===== config.mk =====
export PLATFORM = sky130hd
export DESIGN_NAME = bcd_alarm_clock_countdown_top
export DESIGN_NICKNAME = d
export VERILOG_FILES = /design/src/hdl/bacc_pkg.sv /design/src/hdl/bcd_alarm_clock_countdown_top.sv /design/src/hdl/bacc_cell.sv /design/src/hdl/bacc_outbuf.sv
export SDC_FILE = /design/constraint.sdc
export NUM_CORES = 1
export LEC_CHECK = 0
export BUFFER_PORTS_ARGS = -buffer_cell sky130_fd_sc_hd__buf_2
export CAP_MARGIN = 40
export CORE_ASPECT_RATIO = 1.4
export CORE_MARGIN = 2
export CORE_UTILIZATION = 40
export CTS_CLUSTER_DIAMETER = 40
export DETAILED_ROUTE_END_ITERATION = 8
export HOLD_SLACK_MARGIN = 0.06
export SLEW_MARGIN = 20
export SYNTH_ARGS = -nofsm -noshare
export SYNTH_HDL_FRONTEND = slang
export SYNTH_SLANG_ARGS = --single-unit
export TNS_END_PERCENT = 30

===== constraint.sdc =====
create_clock -name clk -period 9.5 [get_ports clk]
set_clock_uncertainty 0.2 [all_clocks]
set_input_delay 0.95 -clock clk [delete_from_list [all_inputs] [get_ports clk]]
set_output_delay 0.95 -clock clk [all_outputs]
set_load 0.01 [all_outputs]

===== src/hdl/bacc_pkg.sv =====
// ----------------------------------------------------------------------------
// BCD alarm clock package
// Shared types, digit limits and the load clamp helper for the alarm clock
// with countdown.
// ----------------------------------------------------------------------------
`default_nettype none

package bacc_pkg;

    // Number of digit positions in the time, alarm and countdown registers
    localparam int NUM_DIGITS = 4;

    // Digit limits
    localparam logic [3:0] DIGIT_MAX       = 4'd9;
    localparam logic [3:0] TENS_MAX        = 4'd5;
    localparam logic [3:0] HOUR_TENS_MAX   = 4'd2;
    localparam logic [3:0] LATE_HOUR_MAX   = 4'd3;

    // Request kinds carried on s_tuser
    typedef enum logic [2:0] {
        ACT_TICK      = 3'd0,
        ACT_SET_TIME  = 3'd1,
        ACT_SET_ALARM = 3'd2,
        ACT_SET_COUNT = 3'd3,
        ACT_STOP      = 3'd4
    } action_t;

    // Per-request controls shared by every digit cell
    typedef struct packed {
        logic load_time;
        logic load_alarm;
        logic load_cnt;
        logic cnt_step;
    } cell_ctl_t;

    // One result, first field in the highest bits
    typedef struct packed {
        logic [1:0] pad;
        logic       countdown_expired;
        logic       alarm_ringing;
        logic [3:0] count_d0;
        logic [2:0] count_d1;
        logic [3:0] count_d2;
        logic [3:0] count_d3;
        logic [3:0] minute_units;
        logic [2:0] minute_tens;
        logic [3:0] hour_units;
        logic [1:0] hour_tens;
    } result_t;

    // Saturate a digit at its limit
    function automatic logic [3:0] sat_digit(input logic [3:0] v, input logic [3:0] top);
        return (v > top) ? top : v;
    endfunction

endpackage

`default_nettype wire


===== src/hdl/bcd_alarm_clock_countdown_top.sv =====
// ----------------------------------------------------------------------------
// A result is registered in the output register, or in the skid register while an earlier result waits.
// Throughput: one request per cycle while the skid slot is empty; the carry and
// borrow ripple through the four digit cells within that cycle.
// Two result slots let one request be taken while a result waits downstream.
// Reset (rst_n low, asynchronous) sets the clock to 00:00, clears the alarm,
// countdown and both flags, and empties the result buffer.
// ----------------------------------------------------------------------------
// BCD alarm clock with countdown, top level
// Chain of four digit cells holding clock, alarm and countdown digits, with
// the alarm and countdown flags and a stream result buffer.
// ----------------------------------------------------------------------------
`default_nettype none

module bcd_alarm_clock_countdown_top (
    input  wire logic        clk,
    input  wire logic        rst_n,
    input  wire logic        s_tvalid,
    output logic             s_tready,
    input  wire logic [15:0] s_tdata,  // load_d3, load_d2, load_d1, load_d0
    input  wire logic [2:0]  s_tuser,  // action
    output logic             m_tvalid,
    input  wire logic        m_tready,
    output logic [31:0]      m_tdata   // hour_tens, hour_units, minute_tens,
                                       // minute_units, count_d3, count_d2,
                                       // count_d1, count_d0, alarm_ringing,
                                       // countdown_expired, zero pad
);
    import bacc_pkg::*;

    logic       accept;
    action_t    action;
    logic       is_tick, is_stop;
    cell_ctl_t  ctl;
    logic [3:0] load_d [NUM_DIGITS];
    logic [3:0] tload  [NUM_DIGITS];
    logic [3:0] cload  [NUM_DIGITS];
    logic [3:0] time_top [NUM_DIGITS];
    logic [3:0] cnt_top  [NUM_DIGITS];
    logic [3:0] time_q   [NUM_DIGITS];
    logic [3:0] time_nx  [NUM_DIGITS];
    logic [3:0] cnt_q    [NUM_DIGITS];
    logic [3:0] cnt_nx   [NUM_DIGITS];
    logic [NUM_DIGITS-1:0] match;
    logic [NUM_DIGITS-1:0] cnt_zero;
    logic [NUM_DIGITS-1:0] cnt_next_zero;
    logic [NUM_DIGITS:0]   carry;
    logic [NUM_DIGITS:0]   borrow;
    logic       expire;
    logic       armed_reg, armed_next;
    logic       ring_reg, ring_next;
    logic       running_reg, running_next;
    logic       expired_reg, expired_next;
    result_t    result;
    result_t    out_data;

    // Decode the request
    assign accept  = s_tvalid && s_tready;
    assign action  = action_t'(s_tuser);
    assign is_tick = accept && (action == ACT_TICK);
    assign is_stop = accept && (action == ACT_STOP);

    assign load_d[3] = s_tdata[3:0];
    assign load_d[2] = s_tdata[7:4];
    assign load_d[1] = s_tdata[11:8];
    assign load_d[0] = s_tdata[15:12];

    // Clamp load digits: HH:MM for time and alarm, 9,9,5,9 for countdown
    assign tload[3] = sat_digit(load_d[3], HOUR_TENS_MAX);
    assign tload[2] = sat_digit(load_d[2],
                                (tload[3] == HOUR_TENS_MAX) ? LATE_HOUR_MAX : DIGIT_MAX);
    assign tload[1] = sat_digit(load_d[1], TENS_MAX);
    assign tload[0] = sat_digit(load_d[0], DIGIT_MAX);
    assign cload[3] = sat_digit(load_d[3], DIGIT_MAX);
    assign cload[2] = sat_digit(load_d[2], DIGIT_MAX);
    assign cload[1] = sat_digit(load_d[1], TENS_MAX);
    assign cload[0] = sat_digit(load_d[0], DIGIT_MAX);

    // Per-digit wrap limits; hour units stop at 3 in the twenties
    assign time_top[3] = HOUR_TENS_MAX;
    assign time_top[2] = (time_q[3] == HOUR_TENS_MAX) ? LATE_HOUR_MAX : DIGIT_MAX;
    assign time_top[1] = TENS_MAX;
    assign time_top[0] = DIGIT_MAX;
    assign cnt_top[3]  = DIGIT_MAX;
    assign cnt_top[2]  = DIGIT_MAX;
    assign cnt_top[1]  = TENS_MAX;
    assign cnt_top[0]  = DIGIT_MAX;

    // Cell controls; a countdown at zero does not step
    always_comb
    begin
        ctl.load_time  = accept && (action == ACT_SET_TIME);
        ctl.load_alarm = accept && (action == ACT_SET_ALARM);
        ctl.load_cnt   = accept && (action == ACT_SET_COUNT);
        ctl.cnt_step   = is_tick && running_reg && !(&cnt_zero);
    end

    assign carry[0]  = is_tick;
    assign borrow[0] = 1'b1;

    // Digit chain, least significant cell first
    for (genvar i = 0; i < NUM_DIGITS; i++)
    begin : g_cell
        bacc_cell u_cell (
            .clk         (clk),
            .rst_n       (rst_n),
            .ctl         (ctl),
            .tload       (tload[i]),
            .cload       (cload[i]),
            .time_top    (time_top[i]),
            .cnt_top     (cnt_top[i]),
            .carry_in    (carry[i]),
            .borrow_in   (borrow[i]),
            .carry_out   (carry[i+1]),
            .borrow_out  (borrow[i+1]),
            .time_q      (time_q[i]),
            .time_next_q (time_nx[i]),
            .cnt_q       (cnt_q[i]),
            .cnt_next_q  (cnt_nx[i]),
            .match       (match[i])
        );
        assign cnt_zero[i]      = (cnt_q[i] == 4'd0);
        assign cnt_next_zero[i] = (cnt_nx[i] == 4'd0);
    end

    // Update alarm and countdown flags
    assign expire = is_tick && running_reg && (&cnt_next_zero);

    always_comb
    begin
        armed_next   = armed_reg;
        running_next = running_reg;
        expired_next = expired_reg;
        if (ctl.load_alarm)
        begin
            armed_next = 1'b1;
        end
        else if (is_stop)
        begin
            armed_next = 1'b0;
        end
        if (ctl.load_cnt)
        begin
            running_next = 1'b1;
            expired_next = 1'b0;
        end
        else if (is_stop)
        begin
            expired_next = 1'b0;
        end
        else if (expire)
        begin
            running_next = 1'b0;
            expired_next = 1'b1;
        end
        ring_next = (ring_reg && !is_stop) || (armed_next && (&match));
    end

    always_ff @(posedge clk or negedge rst_n)
    begin
        if (!rst_n)
        begin
            armed_reg   <= 1'b0;
            ring_reg    <= 1'b0;
            running_reg <= 1'b0;
            expired_reg <= 1'b0;
        end
        else if (accept)
        begin
            armed_reg   <= armed_next;
            ring_reg    <= ring_next;
            running_reg <= running_next;
            expired_reg <= expired_next;
        end
    end

    // Build the result from the state after this request
    always_comb
    begin
        result.pad               = '0;
        result.countdown_expired = expired_next;
        result.alarm_ringing     = ring_next;
        result.count_d0          = cnt_nx[0];
        result.count_d1          = cnt_nx[1][2:0];
        result.count_d2          = cnt_nx[2];
        result.count_d3          = cnt_nx[3];
        result.minute_units      = time_nx[0];
        result.minute_tens       = time_nx[1][2:0];
        result.hour_units        = time_nx[2];
        result.hour_tens         = time_nx[3][1:0];
    end

    bacc_outbuf u_outbuf (
        .clk       (clk),
        .rst_n     (rst_n),
        .push      (accept),
        .push_data (result),
        .in_ready  (s_tready),
        .out_valid (m_tvalid),
        .out_ready (m_tready),
        .out_data  (out_data)
    );

    assign m_tdata = out_data;

endmodule

`default_nettype wire


===== src/hdl/bacc_cell.sv =====
// ----------------------------------------------------------------------------
// BCD alarm clock digit cell
// Holds one time, alarm and countdown digit; passes the clock carry and the
// countdown borrow to the next higher cell.
// ----------------------------------------------------------------------------
`default_nettype none

module bacc_cell (
    input  wire logic               clk,
    input  wire logic               rst_n,
    input  wire bacc_pkg::cell_ctl_t ctl,
    input  wire logic [3:0]         tload,
    input  wire logic [3:0]         cload,
    input  wire logic [3:0]         time_top,
    input  wire logic [3:0]         cnt_top,
    input  wire logic               carry_in,
    input  wire logic               borrow_in,
    output logic                    carry_out,
    output logic                    borrow_out,
    output logic [3:0]              time_q,
    output logic [3:0]              time_next_q,
    output logic [3:0]              cnt_q,
    output logic [3:0]              cnt_next_q,
    output logic                    match
);
    import bacc_pkg::*;

    logic [3:0] time_reg, time_next;
    logic [3:0] alarm_reg, alarm_next;
    logic [3:0] cnt_reg, cnt_next;

    // Advance the clock digit, wrapping at its limit
    always_comb
    begin
        carry_out = carry_in && (time_reg >= time_top);
        time_next = time_reg;
        if (ctl.load_time)
        begin
            time_next = tload;
        end
        else if (carry_in)
        begin
            time_next = carry_out ? 4'd0 : time_reg + 4'd1;
        end
    end

    // Load the alarm digit
    always_comb
    begin
        alarm_next = ctl.load_alarm ? tload : alarm_reg;
    end

    // Step the countdown digit, reloading on borrow
    always_comb
    begin
        borrow_out = borrow_in && (cnt_reg == 4'd0);
        cnt_next   = cnt_reg;
        if (ctl.load_cnt)
        begin
            cnt_next = cload;
        end
        else if (ctl.cnt_step && borrow_in)
        begin
            cnt_next = borrow_out ? cnt_top : cnt_reg - 4'd1;
        end
    end

    always_ff @(posedge clk or negedge rst_n)
    begin
        if (!rst_n)
        begin
            time_reg  <= '0;
            alarm_reg <= '0;
            cnt_reg   <= '0;
        end
        else
        begin
            time_reg  <= time_next;
            alarm_reg <= alarm_next;
            cnt_reg   <= cnt_next;
        end
    end

    assign time_q      = time_reg;
    assign time_next_q = time_next;
    assign cnt_q       = cnt_reg;
    assign cnt_next_q  = cnt_next;
    assign match       = (alarm_next == time_next);

endmodule

`default_nettype wire


===== src/hdl/bacc_outbuf.sv =====
// ----------------------------------------------------------------------------
// BCD alarm clock result buffer
// Two-entry output register with skid stage so a new request is taken while
// a finished result still waits downstream.
// ----------------------------------------------------------------------------
`default_nettype none

module bacc_outbuf (
    input  wire logic              clk,
    input  wire logic              rst_n,
    input  wire logic              push,
    input  wire bacc_pkg::result_t push_data,
    output logic                   in_ready,
    output logic                   out_valid,
    input  wire logic              out_ready,
    output bacc_pkg::result_t      out_data
);
    import bacc_pkg::*;

    logic    out_valid_reg, out_valid_next;
    logic    skid_valid_reg, skid_valid_next;
    result_t out_data_reg, out_data_next;
    result_t skid_data_reg, skid_data_next;
    logic    pop;

    assign pop = out_valid_reg && out_ready;

    // Move results between the skid and output registers
    always_comb
    begin
        out_valid_next  = out_valid_reg;
        skid_valid_next = skid_valid_reg;
        out_data_next   = out_data_reg;
        skid_data_next  = skid_data_reg;
        if (skid_valid_reg)
        begin
            if (pop)
            begin
                out_data_next   = skid_data_reg;
                skid_valid_next = 1'b0;
            end
        end
        else if (push)
        begin
            if (!out_valid_reg || pop)
            begin
                out_data_next  = push_data;
                out_valid_next = 1'b1;
            end
            else
            begin
                skid_data_next  = push_data;
                skid_valid_next = 1'b1;
            end
        end
        else if (pop)
        begin
            out_valid_next = 1'b0;
        end
    end

    always_ff @(posedge clk or negedge rst_n)
    begin
        if (!rst_n)
        begin
            out_valid_reg  <= 1'b0;
            skid_valid_reg <= 1'b0;
        end
        else
        begin
            out_valid_reg  <= out_valid_next;
            skid_valid_reg <= skid_valid_next;
        end
    end

    always_ff @(posedge clk)
    begin
        out_data_reg  <= out_data_next;
        skid_data_reg <= skid_data_next;
    end

    assign in_ready  = !skid_valid_reg;
    assign out_valid = out_valid_reg;
    assign out_data  = out_data_reg;

endmodule

`default_nettype wire


# Word-level counts from Yosys, hierarchy flattened
# Index checks and enable logic that the tools add are counted.
word_totals:
  register_bits: 116
  latchBits: 0
  ram_bits: 0
  rom_bits: 0
  inputBits: 23
  out_inout_bits: 34
  elab_cells: 175
  memories: 0
classes:
  add_sub_neg: 8
  n_mul: 0
  div: 0
  magnitude_cmp: 10
  n_eq_ne: 13
  shifts: 0
  n_mux: 55
  n_bitwise: 2
  reduce_logical: 48
ops:
  columns: ["op", "n"]
  rows:
  - ["two-way mux 4 bit", 36]
  - ["two-way mux 32 bit", 4]
  - ["logical NOT 4 bit", 8]
  - ["logical AND 1 bit", 22]
  - ["adder 4 x 1 -> 4 bit (second input constant)", 4]
  - ["equality test 4 bit", 4]
  - ["subtractor 4 x 1 -> 4 bit (second input constant)", 4]
  - ["two-way mux 1 bit", 15]
  - ["greater-than comparator 4 bit (second input constant)", 3]
  - ["AND reduction 3 bit", 4]
  - ["AND reduction 4 bit", 3]
  - ["equality test 4 x 2 -> 1 bit (second input constant)", 2]
  - ["nonzero test 2 bit", 4]
  - ["equality test 3 x 2 -> 1 bit (second input constant)", 2]
  - [">= comparator 4 x 2 -> 1 bit (second input constant)", 1]
  - [">= comparator 4 x 3 -> 1 bit (second input constant)", 1]
  - [">= comparator 4 bit", 1]
  - [">= comparator 4 bit (second input constant)", 1]
  - ["greater-than comparator 4 x 2 -> 1 bit (second input constant)", 1]
  - ["greater-than comparator 4 x 3 -> 1 bit (second input constant)", 1]
  - ["greater-than comparator 4 bit", 1]
  - ["logical NOT 1 bit", 4]
  - ["inequality test 2 x 1 -> 1 bit (second input constant)", 2]
  - ["equality test 3 x 1 -> 1 bit (second input constant)", 1]
  - ["other kinds (5)", 7]

# Depth between registers and ports, before layout
# Gate-level depths: netlist (run 1).
depth:
  word_depth: 17
  ltp_mapped: 12
  depth_no_buf: 12

# Modules after synthesis
# From an unflattened synthesis (run 1), not the netlist that was laid out.
unflattened:
  cells_unflattened: 536
  area_unflattened_um2: 6326.1
modules_own_cells:
  columns: ["module", "instances", "cells_per_inst", "area_each_um2"]
  rows:
  - ["bacc_cell", 4, 86, 808.3]
  - ["bacc_outbuf", 1, 111, 2486.1]
  - ["bcd_alarm_clock_countdown_top", 1, 81, 606.8]

# Least setup slack after synthesis (run 1)
# Ideal clock, no wire load.
synth_path:
  path_kind: "in2reg"
  start: "in s_tuser[0]"
  end: "reg u_outbuf.out_data_reg, in the netlist u_outbuf.out_data[29] (data pin)"
  arrival_ns: 3.798
  t_required_ns: 9.155
  path_slack_ns: 5.357
  stages: 9
  path_cell_list: "or3b_2 or4_1 buf_4 o311ai_4 o211ai_2 or4_1 or3_1 o41a_1 o21ai_1"
synth_lines:
  columns: ["element", "line_no", "text"]
  rows:
  - ["start: declaration", "bcd_alarm_clock_countdown_top.sv:21", "input wire logic [2:0] s_tuser,"]
  - ["end signal: assignment", "bacc_outbuf.sv:78", "out_data_reg <= out_data_next;"]
  - ["end: declaration", "bacc_outbuf.sv:22", "result_t out_data_reg, out_data_next;"]

==> flow_summary.json, run 1 <==
{
  "outcome": "complete, no violations",
  "grt_use_met1": 0.222,
  "drive_above_1_share": 0.211,
  "use_met3": 0.0429,
  "grt_overflow": 0,
  "cts_setup_buffers": 0,
  "worstSkewPairLatency_ps": 410,
  "r2r_cells": 8,
  "dieHeight_um": 146,
  "crit_cells": 8,
  "period_needed_ps": 4470,
  "via_per_inst": 5.56,
  "cts-root-buf": "clkbuf_16",
  "pre_cts_ws_ps": 4720,
  "most-common-layout-cells": "60 x nand2_1, 60 x edfxtp_1, 54 x dfrtp_1, 54 x buf_2",
  "worst_slew_pin_slew_ps": 767,
  "ys.flop_type": "edfxtp_1",
  "synth-simple-area-share": 0.167,
  "cp_top_family": "simple AND/OR/NAND/NOR gates",
  "die-area_um2": 15500,
  "grt_pass1_vias": 4423,
  "min-delay-start": "g_cell[2].u_cell.alarm_reg[2]",
  "grt_busiest_layer": "met2",
  "grt_first_pass_wirelength_um": 23500,
  "worst_slack_ps": 5030,
  "ir_worst_vdd_uv": 124,
  "syn2layout_area_growth_pct": 17.4,
  "synth_top_cells_by_area": "edfxtp_1 31%, dfrtp_1 23%, mux2_2 4.9%",
  "ios": 57,
  "htreeDepth": 4,
  "synth-seq-area-share": 0.544,
  "layout.nets": 631,
  "worst_setup_path_start_kind": "flop",
  "setup_viol_count_final": 0,
  "synth_top_family_by_area": "simple AND/OR/NAND/NOR gates",
  "syn_area_um2": 5800,
  "antenna_cells": 0,
  "synth-adder-area-share": 0.0388,
  "met2_usage": 0.354,
  "slew_headroom": 0.484,
  "drt_iter0_drc": 231,
  "cap_violations": 0,
  "end_kind": "flop",
  "synthXorXnorAreaFrac": 0.0211,
  "rows": 52,
  "powerDensity_nw_per_um2": 318,
  "dieWidth_um": 106,
  "netlist_instances": 528,
  "yosysTopAreaCell": "edfxtp_1",
  "p_leak_nw": 2.83,
  "yosysTopAreaCellShare": 0.311,
  "worstPathArrival_ps": 4540,
  "synth_compound_gate_area_share": 0.127,
  "fin_crit_sh": 0.471,
  "crit_fanout": 21,
  "clockBufferDepth": 2,
  "timing_max_transition_violations_final": 0,
  "cts.sinks": 114,
  "dp_hpwl_um": 10600,
  "drc": 0,
  "clk_pin_slew_worst_paths_ps": 50,
  "yosys_warnings": 0,
  "hold_depth": 2,
  "reg2reg_from": "u_outbuf.skid_valid_reg",
  "synth_edf_count": 60,
  "track_usage": 0.200,
  "core_um2": 14300,
  "required_ps": 9570,
  "wl_per_cell_um": 18.6,
  "cp_cell_sequence": "or3b_1 -> or4_1 -> o311ai_4 -> o211ai_2 -> or4_1 -> or3_1 -> o41a_1 -> o21ai_1",
  "hold_class": "reg2reg",
  "cts-hold-fix-buffers": 0,
  "cts_tree": "done",
  "hold_violations": 0,
  "cpMostUsedCell": "or4_1",
  "io_buffers": 54,
  "synth-seq-cells": 114,
  "routed_wl_um": 14800,
  "vias": 4403,
  "setup_tns_ps": 0,
  "antenna_found_initial": 0,
  "cp_slowest_cell": "or4_1",
  "slowest_delay_ps": 750,
  "worst-path-buf-inv": 0,
  "synth_cell_types": 61,
  "path_class": "reg2reg",
  "synth_mux_area_frac": 0.0641,
  "cts_resized": 0,
  "rsz0062_at_grt": "no",
  "grt_max_degree": 55,
  "start_util": 0.405,
  "ant_nets": 0,
  "gp_congestion": 0.917,
  "crit_path_start": "u_outbuf.skid_valid_reg",
  "fmax_mhz": 224,
  "async_flop_share": 0.474,
  "syn_area_per_cell_um2": 11.0,
  "cts_buffers": 17,
  "drtPass1Iterations": 4
}
## worst paths after layout
path | endpoint | slack (ps)
min | g_cell[2].u_cell.alarm_reg[2] | 290
min reg2reg | g_cell[2].u_cell.alarm_reg[2] | 290
max reg2reg | u_outbuf.out_data[29] | 5030
max in group asynchronous | u_outbuf.out_valid | 8100
max | u_outbuf.out_data[29] | 5030
min in group asynchronous | g_cell[3].u_cell.time_q[0] | 480
## tightest hold or removal path, cell delays in order, from the launching register on
cell and delay, ps:
dfrtp_1 320, nand2_1 40, nand2_1 90
## where the power goes
| group | total [mW] | switching (mW) | internal (mW) |
|---|---|---|---|
| Sequential | 0.860 | 0.113 | 0.747 |
| Combinational | 0.752 | 0.457 | 0.294 |
| Clock | 0.550 | 0.217 | 0.334 |
## stage by stage
stage                     power [mW]   util  hold slack, ps  area, um^2  cells
after floorplan                 1.35      -             253        5800    529
after global placement          1.60  0.439             273        6280    759
after detailed placement        1.62  0.439             279        6280    759
after CTS                       2.18  0.475             296        6800    791
after global routing            2.30  0.475             314        6800    792
final                           2.16  0.475             293        6800    792
## per-layer routing
layer | vias up | share of wire
li1 | 2081 | -
met1 | 2210 | 0.39
met2 | 87 | 0.54
met3 | 25 | 0.034
met4 | 0 | 0.032
met5 | - | 0
## layout make-up
type	count	area (um^2)
fill	1362	7510
sequential	114	3150
multi-input combinational	362	2440
clock buffer	20	447
timing repair buffer	63	335
tap	189	236
inverter	32	120
clock inverter	12	67.6
## synthesized netlist by cell type, types with 3 or more instances
| master | number |
|---|---|
| edfxtp_1 | 60 |
| nand2_1 | 60 |
| dfrtp_1 | 54 |
| inv_1 | 32 |
| o21ai_0 | 32 |
| nor2_1 | 30 |
| mux2_2 | 25 |
| ha_1 | 18 |
| a21oi_1 | 17 |
| clkbuf_1 | 15 |
| nor3_1 | 14 |
| nand3_1 | 12 |
| a31oi_1 | 11 |
| xor2_1 | 10 |
| mux2i_1 | 9 |
| nand4_1 | 8 |
| nor3b_1 | 8 |
| or3_1 | 8 |
| and3_1 | 7 |
| a211o_1 | 6 |
| nor4_1 | 6 |
| a211oi_1 | 5 |
| nand2b_1 | 5 |
| o31ai_1 | 5 |
| a21o_1 | 4 |
| and2_1 | 4 |
| and4_1 | 4 |
| buf_4 | 4 |
| o211ai_1 | 4 |
| or3b_2 | 4 |
| or4_1 | 4 |
| xnor2_1 | 4 |
| o21a_1 | 3 |
| o31a_1 | 3 |
## cells by family (layout without fill, tap and decap cells)
| kind of cell | Yosys count | count (layout) |
|---|---|---|
| buf+inv | 53 | 127 |
| compound gates | 109 | 109 |
| flops | 114 | 114 |
| other cells | 1 | 2 |
| mux | 34 | 34 |
| simple gates | 185 | 185 |
| fa+ha+maj | 18 | 18 |
| xor+xnor | 14 | 14 |
Power figures use the tool's default switching activity.
==> run 2: changes to the inputs <==
==> constraint.sdc (replaced) <==
create_clock -name clk -period 3.75 [get_ports clk]
set_clock_uncertainty 0.2 [all_clocks]
set_input_delay 0.375 -clock clk [delete_from_list [all_inputs] [get_ports clk]]
set_output_delay 0.375 -clock clk [all_outputs]
set_load 0.01 [all_outputs]
==> run 2 against run 1 <==
  * Core utilization increased by 3.0 points
  * Setup slack got worse by 4900 ps
  * Global-route usage increased by 0.78 points
  * Die area unchanged
  * Critical path type unchanged
  * Critical endpoint unchanged
  * Highest routed layer unchanged
==> flow_summary.json, run 2 (synthesized netlist as in run 1, its figures left out) <==
{
  "antenna_cells": 0,
  "rsz0062_at_grt": "no",
  "outcome": "complete, no violations",
  "path_class": "reg2reg",
  "routed_wl_um": 15300,
  "hold_class": "in2reg",
  "cp_top_family": "simple AND/OR/NAND/NOR gates",
  "cts_setup_buffers": 0,
  "required_ps": 3800,
  "most-common-layout-cells": "60 x nand2_1, 60 x edfxtp_1, 54 x dfrtp_1, 54 x buf_2, 45 x buf_4",
  "worst_slew_pin_slew_ps": 668,
  "multi_input_comb_area_um2": 2470,
  "worst_setup_path_start_kind": "flop",
  "end_kind": "flop",
  "die-area_um2": 15500,
  "worst-path-buf-inv": 1,
  "drive_above_1_share": 0.269,
  "antenna_found_initial": 0,
  "clockBufferDepth": 2,
  "vias": 4542,
  "core_um2": 14300,
  "regArea_um2": 3150,
  "layout.nets": 672,
  "dp_hpwl_um": 11200,
  "drt_iter0_drc": 327,
  "ios": 57,
  "hold_violations": 0,
  "rows": 52,
  "track_usage": 0.207,
  "final_core_util": 0.506,
  "cts_buffers": 17,
  "slowest_delay_ps": 540,
  "cap_violations": 0,
  "cts_tree": "done",
  "drc": 0,
  "cp_slowest_cell": "or4bb_1",
  "cts-root-buf": "clkbuf_16",
  "clk_pin_slew_worst_paths_ps": 50,
  "fin_crit_sh": 0.957,
  "fmax_mhz": 279,
  "cts.sinks": 114,
  "htreeDepth": 4,
  "worstSkewPairLatency_ps": 410,
  "fin_total_pwr_mw": 5.88,
  "period_needed_ps": 3590,
  "grt_first_pass_wirelength_um": 24700,
  "via_per_inst": 5.45,
  "cp_cell_sequence": "buf_4 -> or4bb_1 -> nor2_1 -> a31oi_1 -> a221o_1 -> or4_1 -> or3_1 -> o41a_1 -> o21ai_1",
  "fill_cells": 1325,
  "grt_max_degree": 32,
  "grt_pass1_vias": 4690,
  "ir_worst_vdd_uv": 319,
  "powerDensity_nw_per_um2": 812,
  "io_buffers": 54,
  "grt_overflow": 0,
  "syn2layout_area_growth_pct": 24.8,
  "p_leak_nw": 3.09,
  "wl_per_cell_um": 18.4,
  "worstPathArrival_ps": 3640,
  "start_util": 0.405,
  "ant_nets": 0,
  "crit_fanout": 20,
  "dieWidth_um": 106,
  "setup_viol_count_final": 0,
  "gp_congestion": 0.922,
  "slew_headroom": 0.548,
  "drtPass1Iterations": 8,
  "timing_max_transition_violations_final": 0,
  "dieHeight_um": 146
}
[run 2: cell count changes in the layout (fill, tap and decap cells not counted), moves of 2 or more]
cell and delta:
buf_4 +37, clkinv_1 -2, bufinv_16 +3, dlygate4sd3_1 +2
clkinvlp_4 -4, buf_12 +2, clkinv_4 +2
[run 2: cell type report]
| type | instances | area share |
|---|---|---|
| Clock buffer | 20 | 0.0603 |
| Clock inverter | 12 | 0.0197 |
| Inverter | 32 | 0.0166 |
| Multi-Input combinational cell | 362 | 0.342 |
| Sequential cell | 114 | 0.436 |
| Tap cell | 189 | 0.0327 |
| Timing Repair Buffer | 104 | 0.0930 |
[run 2: final timing paths]
| path | startpoint | endpoint | slack, ps | cells past startpoint |
|---|---|---|---|---|
| max | u_outbuf.skid_valid_reg | u_outbuf.out_data[29] | 160 | 9 |
| min in group asynchronous | rst_n | g_cell[3].u_cell.time_q[2] | 210 | 2 |
| max reg2reg | u_outbuf.skid_valid_reg | u_outbuf.out_data[29] | 160 | 9 |
| min | s_tdata[0] | g_cell[3].u_cell.time_q[0] | 180 | 3 |
| max in group asynchronous | rst_n | g_cell[1].u_cell.alarm_reg[2] | 2330 | 4 |
| min reg2reg | g_cell[2].u_cell.alarm_reg[2] | g_cell[2].u_cell.alarm_reg[2] | 290 | 2 |
[run 2: stage by stage]
| stage | cell area, um^2 | setup TNS (ps) | hold WS [ps] | std cells | worst slack (ps) |
|---|---|---|---|---|---|
| CTS | 7200 | 0 | 168 | 832 | 81.0 |
| finish | 7240 | 0 | 176 | 833 | 161 |
| global route | 7240 | 0 | 187 | 833 | 25.1 |
| global placement | 6580 | 0 | 274 | 797 | 3.59 |
| detailed placement | 6600 | -75.5 | 107 | 798 | -43.7 |
| floorplan | 5800 | 0 | -121 | 529 | 182 |
[run 2: repair_timing]
action                                  in CTS  in global routing
hold endpoints to repair                    33                  0
hold buffers                                 2                  0
endpoints found under the setup margin       0                  4
resized for setup                            0                  7
[run 2: tightest hold or removal path, stage by stage]
cell and delay [ps]:
buf_2 120, nand3_1 90, o21ai_0 130
[run 2: report_power, final]
part | leakage, nW | internal (mW) | switching, mW
logic | 1.57 | 0.898 | 1.24
registers | 1.23 | 1.89 | 0.254
clock network | 0.291 | 1.04 | 0.559
total | 3.09 | 3.83 | 2.05
[run 2: layer usage]
metal,share of wire,routed length [um],track usage,vias up
li1,-,-,-,2159
met1,0.38,5800,0.226,2208
met2,0.53,8130,0.375,141
met3,0.040,609,0.0366,34
met4,0.049,743,0.117,0
met5,0,0,0,-
